**config.mk**
```make
export PLATFORM = sky130hd
export DESIGN_NAME = form_field_percent_decoder
export DESIGN_NICKNAME = d
export VERILOG_FILES = /design/src/design/ffpd_pkg.sv /design/src/design/ffpd_front.sv /design/src/design/ffpd_group_fifo.sv /design/src/design/ffpd_back.sv /design/src/design/form_field_percent_decoder.sv
export SDC_FILE = /design/constraint.sdc
export NUM_CORES = 1
export LEC_CHECK = 0
export BUFFER_PORTS_ARGS = -buffer_cell sky130_fd_sc_hd__buf_2
export CAP_MARGIN = 40
export CORE_MARGIN = 4
export CORE_UTILIZATION = 45
export DETAILED_ROUTE_END_ITERATION = 6
export GPL_ROUTABILITY_DRIVEN = 0
export PLACE_DENSITY = 0.63
export SLEW_MARGIN = 15
export SYNTH_ARGS = -nofsm -noshare
export SYNTH_HDL_FRONTEND = slang
export SYNTH_HIERARCHICAL = 1
export SYNTH_SLANG_ARGS = --single-unit
```
**constraint.sdc**
```tcl
create_clock -name clk -period 5.8 [get_ports clk]
set_input_delay 0 -clock clk [delete_from_list [all_inputs] [get_ports clk]]
set_output_delay 0 -clock clk [all_outputs]
set_load 0.01 [all_outputs]
```
**src/design/ffpd_pkg.sv**
```systemverilog
// Shared types and constants for the form field percent decoder.
// Used by every module of the block; depends on nothing.
package ffpd_pkg;

	// most results that one input byte can cause
	localparam int unsigned MAX_RES = 4;

	// result status codes
	localparam logic [1:0] ST_BYTE     = 2'd0;
	localparam logic [1:0] ST_FINISHED = 2'd1;
	localparam logic [1:0] ST_NO_KEY   = 2'd2;

	// special characters
	localparam logic [7:0] CH_PERCENT = 8'h25;
	localparam logic [7:0] CH_PLUS    = 8'h2B;
	localparam logic [7:0] CH_AMP     = 8'h26;
	localparam logic [7:0] CH_SPACE   = 8'h20;

	// offsets from ascii to hex digit value
	localparam logic [7:0] HEX_DEC_OFS   = 8'd48;
	localparam logic [7:0] HEX_UPPER_OFS = 8'd55;
	localparam logic [7:0] HEX_LOWER_OFS = 8'd87;

	typedef enum logic [1:0] {
		PH_SEARCH = 2'd0,
		PH_VALUE  = 2'd1,
		PH_ESC    = 2'd2,
		PH_DONE   = 2'd3
	} phase_t;

	typedef struct packed {
		logic [7:0] in_byte;
		logic       end_of_text;
	} in_item_t;

	typedef struct packed {
		logic [7:0] out_byte;
		logic [1:0] status;
		logic       last;
	} out_item_t;

	// all results of one input byte, item 0 goes out first
	typedef struct packed {
		logic [2:0]                  n;
		out_item_t [MAX_RES-1:0]     item;
	} grp_t;

	// queue status seen by front and back
	typedef struct packed {
		logic full;
		logic nonempty;
	} q_stat_t;

endpackage

```
**src/design/ffpd_front.sv**
```systemverilog
// Front part: key search, escape handling and result grouping per input byte.
// Depends on ffpd_pkg; feeds ffpd_group_fifo.
module ffpd_front (
	input  logic              clk,
	input  logic              arst_n,
	input  logic              text_valid,
	input  ffpd_pkg::in_item_t text,
	input  ffpd_pkg::q_stat_t  q_stat,
	output logic              push,
	output ffpd_pkg::grp_t    push_grp
);

	// "data=" with the first character at index 0
	localparam logic [4:0][7:0] KEY = {8'h3D, 8'h61, 8'h74, 8'h61, 8'h64};
	localparam logic [2:0] KEY_LEN = 3'd5;

	typedef struct packed {
		ffpd_pkg::phase_t ph;
		logic             hc;
		logic [7:0]       h0;
		logic             emit;
		logic [7:0]       eb;
	} step_t;

	// {digit ok, value}
	function automatic logic [4:0] hex_value(input logic [7:0] c);
		logic [7:0] d;
		begin
			d = 8'd0;
			hex_value = 5'd0;
			if (c >= 8'h30 && c <= 8'h39) begin
				d = c - ffpd_pkg::HEX_DEC_OFS;
				hex_value = {1'b1, d[3:0]};
			end else if (c >= 8'h41 && c <= 8'h46) begin
				d = c - ffpd_pkg::HEX_UPPER_OFS;
				hex_value = {1'b1, d[3:0]};
			end else if (c >= 8'h61 && c <= 8'h66) begin
				d = c - ffpd_pkg::HEX_LOWER_OFS;
				hex_value = {1'b1, d[3:0]};
			end
		end
	endfunction

	// one value byte outside of a pending two digit escape
	function automatic step_t feed_simple(input step_t s_in, input logic [7:0] b);
		step_t s;
		begin
			s = s_in;
			s.emit = 1'b0;
			s.eb = 8'd0;
			case (s.ph)
				ffpd_pkg::PH_VALUE: begin
					if (b == ffpd_pkg::CH_PERCENT) begin
						s.ph = ffpd_pkg::PH_ESC;
						s.hc = 1'b0;
					end else if (b == ffpd_pkg::CH_PLUS) begin
						s.emit = 1'b1;
						s.eb = ffpd_pkg::CH_SPACE;
					end else if (b == ffpd_pkg::CH_AMP) begin
						s.ph = ffpd_pkg::PH_DONE;
					end else begin
						s.emit = 1'b1;
						s.eb = b;
					end
				end
				ffpd_pkg::PH_ESC: begin
					s.h0 = b;
					s.hc = 1'b1;
				end
				default: begin
				end
			endcase
			feed_simple = s;
		end
	endfunction

	ffpd_pkg::phase_t phase_q;
	logic [2:0]       kmc_q;
	logic             hc_q;
	logic [7:0]       h0_q;

	logic             accept;
	step_t            st;
	step_t            st_h;
	step_t            st_b;
	logic [2:0]       k;
	logic [2:0]       n;
	logic [4:0]       hi;
	logic [4:0]       lo;
	ffpd_pkg::grp_t   grp;
	ffpd_pkg::phase_t phase_d;
	logic [2:0]       kmc_d;
	logic             hc_d;
	logic [7:0]       h0_d;

	assign accept = text_valid && !q_stat.full;

	// per byte decision and result list
	always_comb begin
		st = '{ph: phase_q, hc: hc_q, h0: h0_q, emit: 1'b0, eb: 8'd0};
		st_h = st;
		st_b = st;
		k = kmc_q;
		n = 3'd0;
		grp = '0;
		hi = hex_value(h0_q);
		lo = hex_value(text.in_byte);

		if (phase_q == ffpd_pkg::PH_SEARCH) begin
			if (k > 3'd4)
				k = 3'd0;
			if (text.in_byte == KEY[k]) begin
				k = k + 3'd1;
				if (k == KEY_LEN) begin
					st.ph = ffpd_pkg::PH_VALUE;
					k = 3'd0;
				end
			end else begin
				k = (text.in_byte == KEY[0]) ? 3'd1 : 3'd0;
			end
		end else if (phase_q == ffpd_pkg::PH_ESC && hc_q) begin
			// second escape digit arrives
			st.ph = ffpd_pkg::PH_VALUE;
			st.hc = 1'b0;
			if (hi[4] && lo[4]) begin
				grp.item[n[1:0]].out_byte = {hi[3:0], lo[3:0]};
				n = n + 3'd1;
			end else begin
				// bad escape: literal percent, then both bytes again
				grp.item[n[1:0]].out_byte = ffpd_pkg::CH_PERCENT;
				n = n + 3'd1;
				st_h = feed_simple(st, h0_q);
				if (st_h.emit) begin
					grp.item[n[1:0]].out_byte = st_h.eb;
					n = n + 3'd1;
				end
				st_b = feed_simple(st_h, text.in_byte);
				if (st_b.emit) begin
					grp.item[n[1:0]].out_byte = st_b.eb;
					n = n + 3'd1;
				end
				st = st_b;
			end
		end else begin
			st_b = feed_simple(st, text.in_byte);
			if (st_b.emit) begin
				grp.item[n[1:0]].out_byte = st_b.eb;
				n = n + 3'd1;
			end
			st = st_b;
		end

		phase_d = st.ph;
		kmc_d = k;
		hc_d = st.hc;
		h0_d = st.h0;

		// end of text: flush a short escape, then the closing status
		if (text.end_of_text) begin
			if (st.ph == ffpd_pkg::PH_ESC) begin
				grp.item[n[1:0]].out_byte = ffpd_pkg::CH_PERCENT;
				n = n + 3'd1;
				if (st.hc) begin
					grp.item[n[1:0]].out_byte = st.h0;
					n = n + 3'd1;
				end
			end
			grp.item[n[1:0]].status = (st.ph == ffpd_pkg::PH_SEARCH) ?
				ffpd_pkg::ST_NO_KEY : ffpd_pkg::ST_FINISHED;
			n = n + 3'd1;
			phase_d = ffpd_pkg::PH_SEARCH;
			kmc_d = 3'd0;
			hc_d = 1'b0;
			h0_d = 8'd0;
		end

		// mark the final result of this byte
		if (n != 3'd0)
			grp.item[n[1:0] - 2'd1].last = 1'b1;
		grp.n = n;
	end

	assign push = accept && (n != 3'd0);
	assign push_grp = grp;

	// decoder state
	always_ff @(posedge clk or negedge arst_n) begin
		if (!arst_n) begin
			phase_q <= ffpd_pkg::PH_SEARCH;
			kmc_q <= 3'd0;
			hc_q <= 1'b0;
			h0_q <= 8'd0;
		end else if (accept) begin
			phase_q <= phase_d;
			kmc_q <= kmc_d;
			hc_q <= hc_d;
			h0_q <= h0_d;
		end
	end

	// a held digit only exists inside an escape
	a_held_in_esc: assert property (@(posedge clk) disable iff (!arst_n)
		hc_q |-> phase_q == ffpd_pkg::PH_ESC)
		else $error("held digit outside escape");

	// end of text brings the decoder back to key search
	a_end_resets: assert property (@(posedge clk) disable iff (!arst_n)
		accept && text.end_of_text |=> phase_q == ffpd_pkg::PH_SEARCH && kmc_q == 3'd0)
		else $error("state not cleared after end of text");

	// a pushed group holds one to four results
	a_grp_size: assert property (@(posedge clk) disable iff (!arst_n)
		push |-> push_grp.n != 3'd0 && (!push_grp.n[2] || push_grp.n[1:0] == 2'd0))
		else $error("bad result group size");

endmodule

```
**src/design/ffpd_group_fifo.sv**
```systemverilog
// Short queue of result groups between front and back parts.
// Depends on ffpd_pkg.
module ffpd_group_fifo #(
	parameter int unsigned DEPTH = 4
) (
	input  logic              clk,
	input  logic              arst_n,
	input  logic              push,
	input  ffpd_pkg::grp_t    push_grp,
	input  logic              pop,
	output ffpd_pkg::grp_t    head_grp,
	output ffpd_pkg::q_stat_t q_stat
);

	localparam int unsigned PTR_W = $clog2(DEPTH);
	localparam int unsigned CNT_W = $clog2(DEPTH + 1);
	localparam logic [PTR_W-1:0] PTR_LAST = PTR_W'(DEPTH - 1);
	localparam logic [CNT_W-1:0] CNT_FULL = CNT_W'(DEPTH);

	ffpd_pkg::grp_t   entry_q [DEPTH];
	logic [PTR_W-1:0] wr_ptr_q;
	logic [PTR_W-1:0] rd_ptr_q;
	logic [CNT_W-1:0] count_q;

	assign q_stat.full = (count_q == CNT_FULL);
	assign q_stat.nonempty = (count_q != '0);
	assign head_grp = entry_q[rd_ptr_q];

	// entry storage
	always_ff @(posedge clk) begin
		if (push)
			entry_q[wr_ptr_q] <= push_grp;
	end

	// pointers and fill count
	always_ff @(posedge clk or negedge arst_n) begin
		if (!arst_n) begin
			wr_ptr_q <= '0;
			rd_ptr_q <= '0;
			count_q <= '0;
		end else begin
			if (push)
				wr_ptr_q <= (wr_ptr_q == PTR_LAST) ? '0 : wr_ptr_q + 1'b1;
			if (pop)
				rd_ptr_q <= (rd_ptr_q == PTR_LAST) ? '0 : rd_ptr_q + 1'b1;
			if (push && !pop)
				count_q <= count_q + 1'b1;
			else if (pop && !push)
				count_q <= count_q - 1'b1;
		end
	end

	// no overflow, no underflow
	a_no_overflow: assert property (@(posedge clk) disable iff (!arst_n)
		push |-> !q_stat.full)
		else $error("push into full queue");

	a_no_underflow: assert property (@(posedge clk) disable iff (!arst_n)
		pop |-> q_stat.nonempty)
		else $error("pop from empty queue");

endmodule

```
**src/design/ffpd_back.sv**
```systemverilog
// Back part: sends the results of each queued group one per transfer.
// Depends on ffpd_pkg; reads the head of ffpd_group_fifo.
module ffpd_back (
	input  logic                clk,
	input  logic                arst_n,
	input  ffpd_pkg::q_stat_t   q_stat,
	input  ffpd_pkg::grp_t      head_grp,
	output logic                pop,
	output logic                res_valid,
	input  logic                res_stall,
	output ffpd_pkg::out_item_t res
);

	logic                valid_q;
	ffpd_pkg::out_item_t res_q;
	logic [1:0]          idx_q;
	logic                load;
	logic                at_end;

	// load the output register whenever a group waits and the register is empty or being taken
	assign load = q_stat.nonempty && (!valid_q || !res_stall);
	assign at_end = ({1'b0, idx_q} == head_grp.n - 3'd1);
	assign pop = load && at_end;

	always_ff @(posedge clk or negedge arst_n) begin
		if (!arst_n) begin
			valid_q <= 1'b0;
			idx_q <= 2'd0;
		end else begin
			if (load) begin
				valid_q <= 1'b1;
				idx_q <= at_end ? 2'd0 : idx_q + 2'd1;
			end else if (!res_stall) begin
				valid_q <= 1'b0;
			end
		end
	end

	// result payload
	always_ff @(posedge clk) begin
		if (load)
			res_q <= head_grp.item[idx_q];
	end

	assign res_valid = valid_q;
	assign res = res_q;

endmodule

```
**src/design/form_field_percent_decoder.sv**
```systemverilog
// Form field percent decoder, top level.
// Channel "text" takes one request byte per transfer with an end of text flag.
// Channel "res" gives decoded bytes, then one closing status per text
// (finished, or key "data=" not found); last marks the final result of a byte.
// Both channels use valid/stall: a transfer happens when valid is high and
// stall is low. A text byte causes zero to four results.
// A transferred byte's results are written into the queue, then loaded from
// its head into the output register on res. Throughput is one byte per cycle
// while each byte causes at most one result and res_stall is low; results
// leave at one per cycle while res_stall is low, so a byte with n results
// takes n transfers on res. The queue of QUEUE_DEPTH result groups sets how
// far the input can run ahead; text_stall rises when it is full. When res_stall
// is high the output register holds its result and the queue fills; the front
// keeps accepting until the queue is full. Reset clears the search state, the
// queue and the output valid; the block then waits for the first byte of a
// new text. Depends on ffpd_pkg, ffpd_front, ffpd_group_fifo and ffpd_back.
module form_field_percent_decoder #(
	parameter int unsigned QUEUE_DEPTH = 4
) (
	input  logic                clk,
	input  logic                arst_n,
	input  logic                text_valid,
	output logic                text_stall,
	input  ffpd_pkg::in_item_t  text,
	output logic                res_valid,
	input  logic                res_stall,
	output ffpd_pkg::out_item_t res
);

	ffpd_pkg::q_stat_t q_stat;
	ffpd_pkg::grp_t    push_grp;
	ffpd_pkg::grp_t    head_grp;
	logic              push;
	logic              pop;

	assign text_stall = q_stat.full;

	ffpd_front u_front (
		.clk       (clk),
		.arst_n    (arst_n),
		.text_valid(text_valid),
		.text      (text),
		.q_stat    (q_stat),
		.push      (push),
		.push_grp  (push_grp)
	);

	ffpd_group_fifo #(
		.DEPTH(QUEUE_DEPTH)
	) u_fifo (
		.clk     (clk),
		.arst_n  (arst_n),
		.push    (push),
		.push_grp(push_grp),
		.pop     (pop),
		.head_grp(head_grp),
		.q_stat  (q_stat)
	);

	ffpd_back u_back (
		.clk      (clk),
		.arst_n   (arst_n),
		.q_stat   (q_stat),
		.head_grp (head_grp),
		.pop      (pop),
		.res_valid(res_valid),
		.res_stall(res_stall),
		.res      (res)
	);

endmodule
```
==> results by group, run 1 <==
Logic synthesis
  • Post-synth EDFFs: 199
  • Synthesized cell area: 10700 um^2
  • Average cell area after synthesis: 15.6 um^2
  • Most area-hungry cell type in the Yosys netlist: edfxtp_1
  • Main area contributors after synthesis: edfxtp_1 56%, mux4_2 11%, dfrtp_1 5.6%
  • Synthesized instance count: 682
  • Ys async rst share: 10.8%
  • FF+latch count, synth: 223
  • Seq/Total Area, Yosys: 61.6%
  • Netlist cell types: 75
  • Post-synth net total: 727
  • Synth Warn #: 6
  • Synth Flop Type: edfxtp_1
  • Top-area cell type share of the netlist area: 56.0%

Routing
  • Routed wire length: 22000 um
  • DRC viols: 0
  • Vias/cell: 5.79
  • DR iter-0 viols: 705
  • Routed length per instance: 21.1 um
  • Drt first pass iters: 6
  • Total number of vias: 6055
  • Final ANT Viol Nets: 0

Power and ir drop
  • Pwr Density: 430 nW/um^2
  • Lkg Pwr: 4.13 nW
  • Max VDD drop: 0.171 mV
  • Final Power: 5.10 mW

Place
  • Worst slack, placed: 0.551 ns
  • Dpl hpwl: 14600 um
  • Port buffer count: 25
  • Dpl cells: 999

Cells and area
  • NumNets Final: 758
  • Most frequent cells in the layout: 199 x edfxtp_1, 52 x mux4_2, 38 x nand2_1
  • Non-filler cells in the finished layout: 1045
  • Diode count: 0
  • Area growth, synth to finish: 11.1%
  • Commonest non-fill, non-tap cell in the layout: edfxtp_1
  • Fillers: 1962
  • Layout cells sized above 1: 20.8%

Setup path
  • Worst setup SP type: flop
  • Max incr delay on CP: 0.47 ns
  • Reg-to-reg critical path endpoint: u_fifo/count_q[2]
  • Critical path required time: 6.22 ns
  • Slowest stage cell, crit path: a21oi_1
  • Critical Path AT: 5.76 ns
  • Setup CP Type: flop to flop
  • R2R Setup Slk: 0.46 ns
  • R2r worst-path depth: 19
  • Max FO, Critical Path: 9
  • Top cell by count, worst path: ha_1
  • FF-to-FF Start: u_front/h0_q[1]
  • Buf/Inv on CP: 4
  • Worst path cell trace: inv_1 -> ha_1 -> o2111ai_1 -> inv_1 -> ha_1 -> a31oi_4 -> inv_2 -> ha_1 -> nand2_1 -> or3b_4 -> a21o_1 -> mux2_4 -> a21oi_1 -> ha_1 -> inv_1 -> fa_1 -> xor2_1 -> nor2_1 -> xor2_1
  • Crit path max-delay family: adder cells
  • Crit path capture type: flop

Clock network
  • CTS max path bufs: 3
  • CTS tree: yes
  • Clock transition at path regs: 0.06 ns
  • PostCTS Resize Cnt: 0
  • Setup Fix Bufs, Post-CTS: 0
  • H-tree depth: 1
  • Clk_lat worst skew: 0.50 ns
  • CTS Sinks: 223
  • Root buf cell: clkbuf_16
  • CTS buffer count: 23

STA
  • Max Fclk: 0.187 GHz
  • Period utilization: 92.1%
  • Final max-slew violation count: 0
  • Setup TNS: 0 ns
  • Setup ws final: 0.457 ns
  • Slew HR: 43.8%
  • Final hold viol count: 0
  • Post-layout min period: 5.34 ns
  • RSZ-0062 raised after global routing: no
  • Worst Skew: 0.0178 ns
  • Worst-Margin Slew: 0.844 ns
  • # setup viols final: 0

Global routing
  • Total congestion overflow: 0
  • Number of global-route vias before repair: 6193
  • First-pass GRT wire length: 35300 um
  • Initial antenna violation count: 0
  • Largest net degree at the start of global routing: 48
  • GRT Util Overall: 17.1%

Job
  • Max Cap Viol: 0

Floorplan
  • Initial Util: 45.6%
  • Chip width: 162 um
  • Die ar.: 26200 um^2
  • CORE AREA: 23400 um^2
  • I/O pins: 26
  • Cell row count: 56
  • Die height: 162 um

Hold path
  • Hold WC Path Type: primary input to async pin

Run status
  • Status: complete, no violations
## report_power, final
group	leakage, nW	internal [mW]	total (mW)	switching [mW]
logic	1.60	0.719	1.52	0.805
clock network	0.341	0.815	1.37	0.557
registers	2.19	2.07	2.21	0.139
total	4.13	3.60	5.10	1.50
## how the worst max path moves through the flow
stage,end,slack [ns],start,depth (start not counted)
detailed placement,u_fifo/count_q[2],0.55,u_front/h0_q[1],19
CTS,u_fifo/count_q[2],0.53,u_front/h0_q[1],19
floorplan,u_fifo/entry_q[1][0],0.76,u_front/h0_q[1],14
finish,u_fifo/count_q[2],0.46,u_front/h0_q[1],19
global route,u_fifo/count_q[2],0.15,u_front/h0_q[1],19
global placement,u_fifo/count_q[2],0.81,u_front/h0_q[1],19
## per-stage QoR
step | hold slack, ns | util [%] | cell area, um^2
4_1_cts | 0.0495 | 50.7 | 11900
3_3_place_gp | 0.0479 | 47.3 | 11100
2_1_floorplan | -0.296 | - | 10700
5_1_grt | 0.0914 | 50.7 | 11900
6_report | 0.0505 | 50.7 | 11900
3_5_place_dp | 0.0545 | 47.4 | 11100
## synthesized netlist by cell type, types with 6 or more instances
library cell	count
nand2b_1	9
nor2_1	35
xnor2_1	9
nand2_1	38
o21ai_0	18
nor3_1	11
clkbuf_1	10
a22oi_1	7
buf_4	6
nand3_1	10
mux4_1	6
a21oi_1	23
ha_1	31
buf_2	13
dfrtp_1	24
inv_1	30
edfxtp_1	199
and2_1	9
nor2b_1	10
mux2i_1	7
mux4_2	52
o22ai_1	13
a22o_1	7
o21bai_1	7
## area by class of cell
cell class	instances	area (um^2)	area share, %
Multi-Input combinational cell	389	3720	31.4
Clock inverter	10	106	0.897
Clock buffer	28	594	5.01
Timing Repair Buffer	44	343	2.89
Sequential cell	223	6580	55.5
Tap cell	319	399	3.36
Inverter	32	120	1.01
## timing repair
| action | in CTS | in global routing |
|---|---|---|
| hold buffers | 7 | 0 |
| endpoints found under the setup margin | 0 | 0 |
| endpoints found under the hold margin | 35 | 0 |
## kinds of logic (layout without fill, tap and decap cells)
kind of cell | Yosys count | after routing | synth area share (%)
flip-flops | 223 | 223 | 61.6
AND/OR/NAND/NOR | 147 | 147 | 7.29
buffers and inverters | 70 | 114 | 3.56
AO/OA/AOI/OAI | 128 | 128 | 9.07
adder cells (fa/ha/maj) | 32 | 32 | 3.82
multiplexers | 69 | 69 | 13.6
XOR/XNOR | 13 | 13 | 1.07
## state kept, by name (all words and copies together), names as in the netlist, 2 cells and up
register	flops
u_front/kmc_q	3
u_front/h0_q	8
u_fifo/rd_ptr_q	2
u_front/phase_q	2
u_fifo/count_q	3
u_back/res	11
u_back/idx_q	2
u_fifo/entry_q	188
u_fifo/wr_ptr_q	2
## metal layers
metal  global-route usage, %  share of wire [%]  up-vias
met2                    28.5                 48      228
met1                    24.0                 43     3024
met5                       0                  0        -
met3                    2.44                6.0       55
li1                        -                  -     2748
met4                    4.58                2.5        0
Power figures use the tool's default switching activity.
==> run 2: changes to the inputs <==
--- a/config.mk
+++ b/config.mk
@@ -7,6 +7,7 @@
 export LEC_CHECK = 0
 export BUFFER_PORTS_ARGS = -buffer_cell sky130_fd_sc_hd__buf_2
 export CAP_MARGIN = 40
+export CORE_ASPECT_RATIO = 0.5
 export CORE_MARGIN = 4
 export CORE_UTILIZATION = 45
 export DETAILED_ROUTE_END_ITERATION = 6
==> run 2 against run 1 <==
Against the previous run:
- combinational power rose by 7%
- global-route usage grew 0.79 points
- clock skew down 0.0083 ns
- critical path depth down 4
- sequential power is essentially flat
- critical endpoint is now u_fifo/entry_q[3][29]
- largest cell class unchanged
==> results by group, run 2 (synthesis gave the netlist of run 1 again) <==
Cells and area
  • Layout cells sized above 1: 21.6% (was 20.8%)
  • Final core utilization: 51.4% (was 50.7%)
  • Reg with most FFs: u_fifo/entry_q (unchanged)
  • Most frequent cells in the layout: 199 x edfxtp_1, 52 x mux4_2, 38 x nand2_1 (unchanged)
  • Commonest non-fill, non-tap cell in the layout: edfxtp_1 (unchanged)
  • NumNets Final: 759 (was 758)
  • Max FFs per register: 188 (unchanged)
  • Area growth, synth to finish: 11.1% (about the same)
  • Diode count: 0 (unchanged)

Setup path
  • Setup CP Type: flop to flop (unchanged)
  • Worst setup SP type: flop (unchanged)
  • Slowest stage cell, crit path: and2_2 (was a21oi_1)
  • Worst path cell trace: inv_1 -> ha_1 -> o2111ai_1 -> inv_1 -> ha_1 -> a31oi_4 -> inv_2 -> ha_1 -> nand2_1 -> or3b_4 -> a21o_1 -> mux2_4 -> a21oi_1 -> and2_2 -> buf_4 (was inv_1 -> ha_1 -> o2111ai_1 -> inv_1 -> ha_1 -> a31oi_4 -> inv_2 -> ha_1 -> nand2_1 -> or3b_4 -> a21o_1 -> mux2_4 -> a21oi_1 -> ha_1 -> inv_1 -> fa_1 -> xor2_1 -> nor2_1 -> xor2_1)
  • Crit path capture type: flop (unchanged)
  • Top cell by count, worst path: ha_1 (unchanged)
  • Critical path required time: 5.98 ns (was 6.22 ns)
  • Max FO, Critical Path: 18 (was 9)
  • Max incr delay on CP: 0.56 ns (was 0.47 ns)
  • Critical Path AT: 5.42 ns (was 5.76 ns)

Global routing
  • First-pass GRT wire length: 36000 um (was 35300 um)
  • Number of global-route vias before repair: 6004 (was 6193)
  • Grt met2 use: 27.2% (was 28.5%)
  • Largest net degree at the start of global routing: 50 (was 48)
  • Total congestion overflow: 0 (unchanged)
  • Grt peak-use layer: met1 (was met2)
  • Met1 Use GR: 27.5% (was 24.0%)
  • GR Layer Usage met3: 3.54% (was 2.44%)
  • GRT Util Overall: 17.9% (was 17.1%)
  • Initial antenna violation count: 1 (was 0)

STA
  • Period utilization: 90.4% (was 92.1%)
  • Slew HR: 43.5% (was 43.8%)
  • Final hold viol count: 0 (unchanged)
  • RSZ-0062 raised after global routing: no (unchanged)
  • Worst Skew: 0.00942 ns (was 0.0178 ns)
  • Post-layout min period: 5.24 ns (was 5.34 ns)
  • Final max-slew violation count: 0 (unchanged)
  • Worst-Margin Slew: 0.846 ns (was 0.844 ns)
  • Max Fclk: 0.191 GHz (was 0.187 GHz)
  • # setup viols final: 0 (unchanged)
  • Setup TNS: 0 ns (unchanged)

Power and ir drop
  • Final Power: 5.12 mW (was 5.10 mW)
  • Lkg Pwr: 4.14 nW (was 4.13 nW)
  • Max VDD drop: 0.172 mV (was 0.171 mV)
  • Pwr Density: 432 nW/um^2 (was 430 nW/um^2)

Floorplan
  • Chip width: 226 um (was 162 um)
  • I/O pins: 26 (unchanged)
  • Die height: 117 um (was 162 um)
  • Cell row count: 39 (was 56)
  • Die ar.: 26400 um^2 (was 26200 um^2)
  • Initial Util: 46.2% (was 45.6%)
  • CORE AREA: 23100 um^2 (was 23400 um^2)

Routing
  • Vias/cell: 5.98 (was 5.79)
  • DR iter-0 viols: 616 (was 705)
  • Routed length per instance: 22.3 um (was 21.1 um)
  • Final ANT Viol Nets: 0 (unchanged)
  • Drt first pass iters: 5 (was 6)
  • Routed wire length: 23100 um (was 22000 um)
  • Total number of vias: 6192 (was 6055)
  • DRC viols: 0 (unchanged)

Place
  • Dpl hpwl: 15600 um (was 14600 um)
  • Port buffer count: 25 (unchanged)

Clock network
  • Root buf cell: clkbuf_16 (unchanged)
  • CTS buffer count: 21 (was 23)
  • Hold buffers post-CTS: 7 (unchanged)
  • H-tree depth: 1 (unchanged)
  • PostCTS Resize Cnt: 0 (unchanged)
  • Clk_lat worst skew: 0.50 ns (about the same)
  • CTS tree: yes (unchanged)
  • CTS Sinks: 223 (unchanged)
  • Setup Fix Bufs, Post-CTS: 0 (unchanged)
  • Clock transition at path regs: 0.06 ns (about the same)
  • CTS max path bufs: 3 (unchanged)

Run status
  • Status: complete, no violations (unchanged)

Hold path
  • Hold WC Path Type: primary input to flop (was primary input to async pin)

Job
  • Max Cap Viol: 0 (unchanged)
==> run 2: report_power, final <==
| group | internal (mW) | switching, mW |
|---|---|---|
| Sequential | 2.07 | 0.111 |
| Clock | 0.759 | 0.567 |
| Combinational | 0.743 | 0.875 |
| Total | 3.57 | 1.55 |
==> run 2: final timing paths <==
kind	to	slack [ns]	cells past startpoint	startpoint
worst max-delay path	u_fifo/entry_q[3][29]	0.56	15	u_front/h0_q[1]
worst min-delay path	u_front/h0_q[0]	0.04	3	text[1]
worst max register to register	u_fifo/entry_q[3][29]	0.56	15	u_front/h0_q[1]
worst min register to register	u_fifo/count_q[2]	0.50	1	u_fifo/count_q[2]
max in group asynchronous	u_fifo/rd_ptr_q[0]	5.18	2	arst_n
min in group asynchronous	u_fifo/rd_ptr_q[0]	0.09	2	arst_n
==> run 2: per-layer routing <==
metal | vias up | part of all wire [%]
li1 | 2751 | -
met1 | 3147 | 47
met2 | 259 | 44
met3 | 35 | 8.4
met4 | 0 | 1.6
met5 | - | 0
==> run 2: final cells by class <==
| cell class | count | area [um^2] |
|---|---|---|
| well taps | 307 | 384 |
| repair buffers | 47 | 385 |
| inverters | 32 | 120 |
| multi-input cells | 389 | 3720 |
| clock buffers | 24 | 537 |
| clock inverters | 13 | 125 |
| flip-flops and latches | 223 | 6580 |
| fillers | 1878 | 11200 |
==> run 2: per-stage QoR <==
step                      setup slack (ns)  cell area (um^2)  instances  hold slack, ns
after floorplan                      0.756             10700        682          -0.296
after detailed placement             0.617             11100        991          0.0933
final                                0.556             11900       1035          0.0356
after global routing                 0.134             11900       1035          0.0550
after global placement               0.770             11100        987          0.0849
after CTS                            0.591             11900       1035         0.00342
==> run 2: critical path, delay by kind of cell, from the launching register on <==
| family | cells | cell delay [ns] |
|---|---|---|
| compound gates | 4 | 1.22 |
| simple gates | 3 | 1.21 |
| fa+ha+maj | 3 | 0.93 |
| buf+inv | 4 | 0.74 |
| flops | 1 | 0.48 |
| mux | 1 | 0.31 |
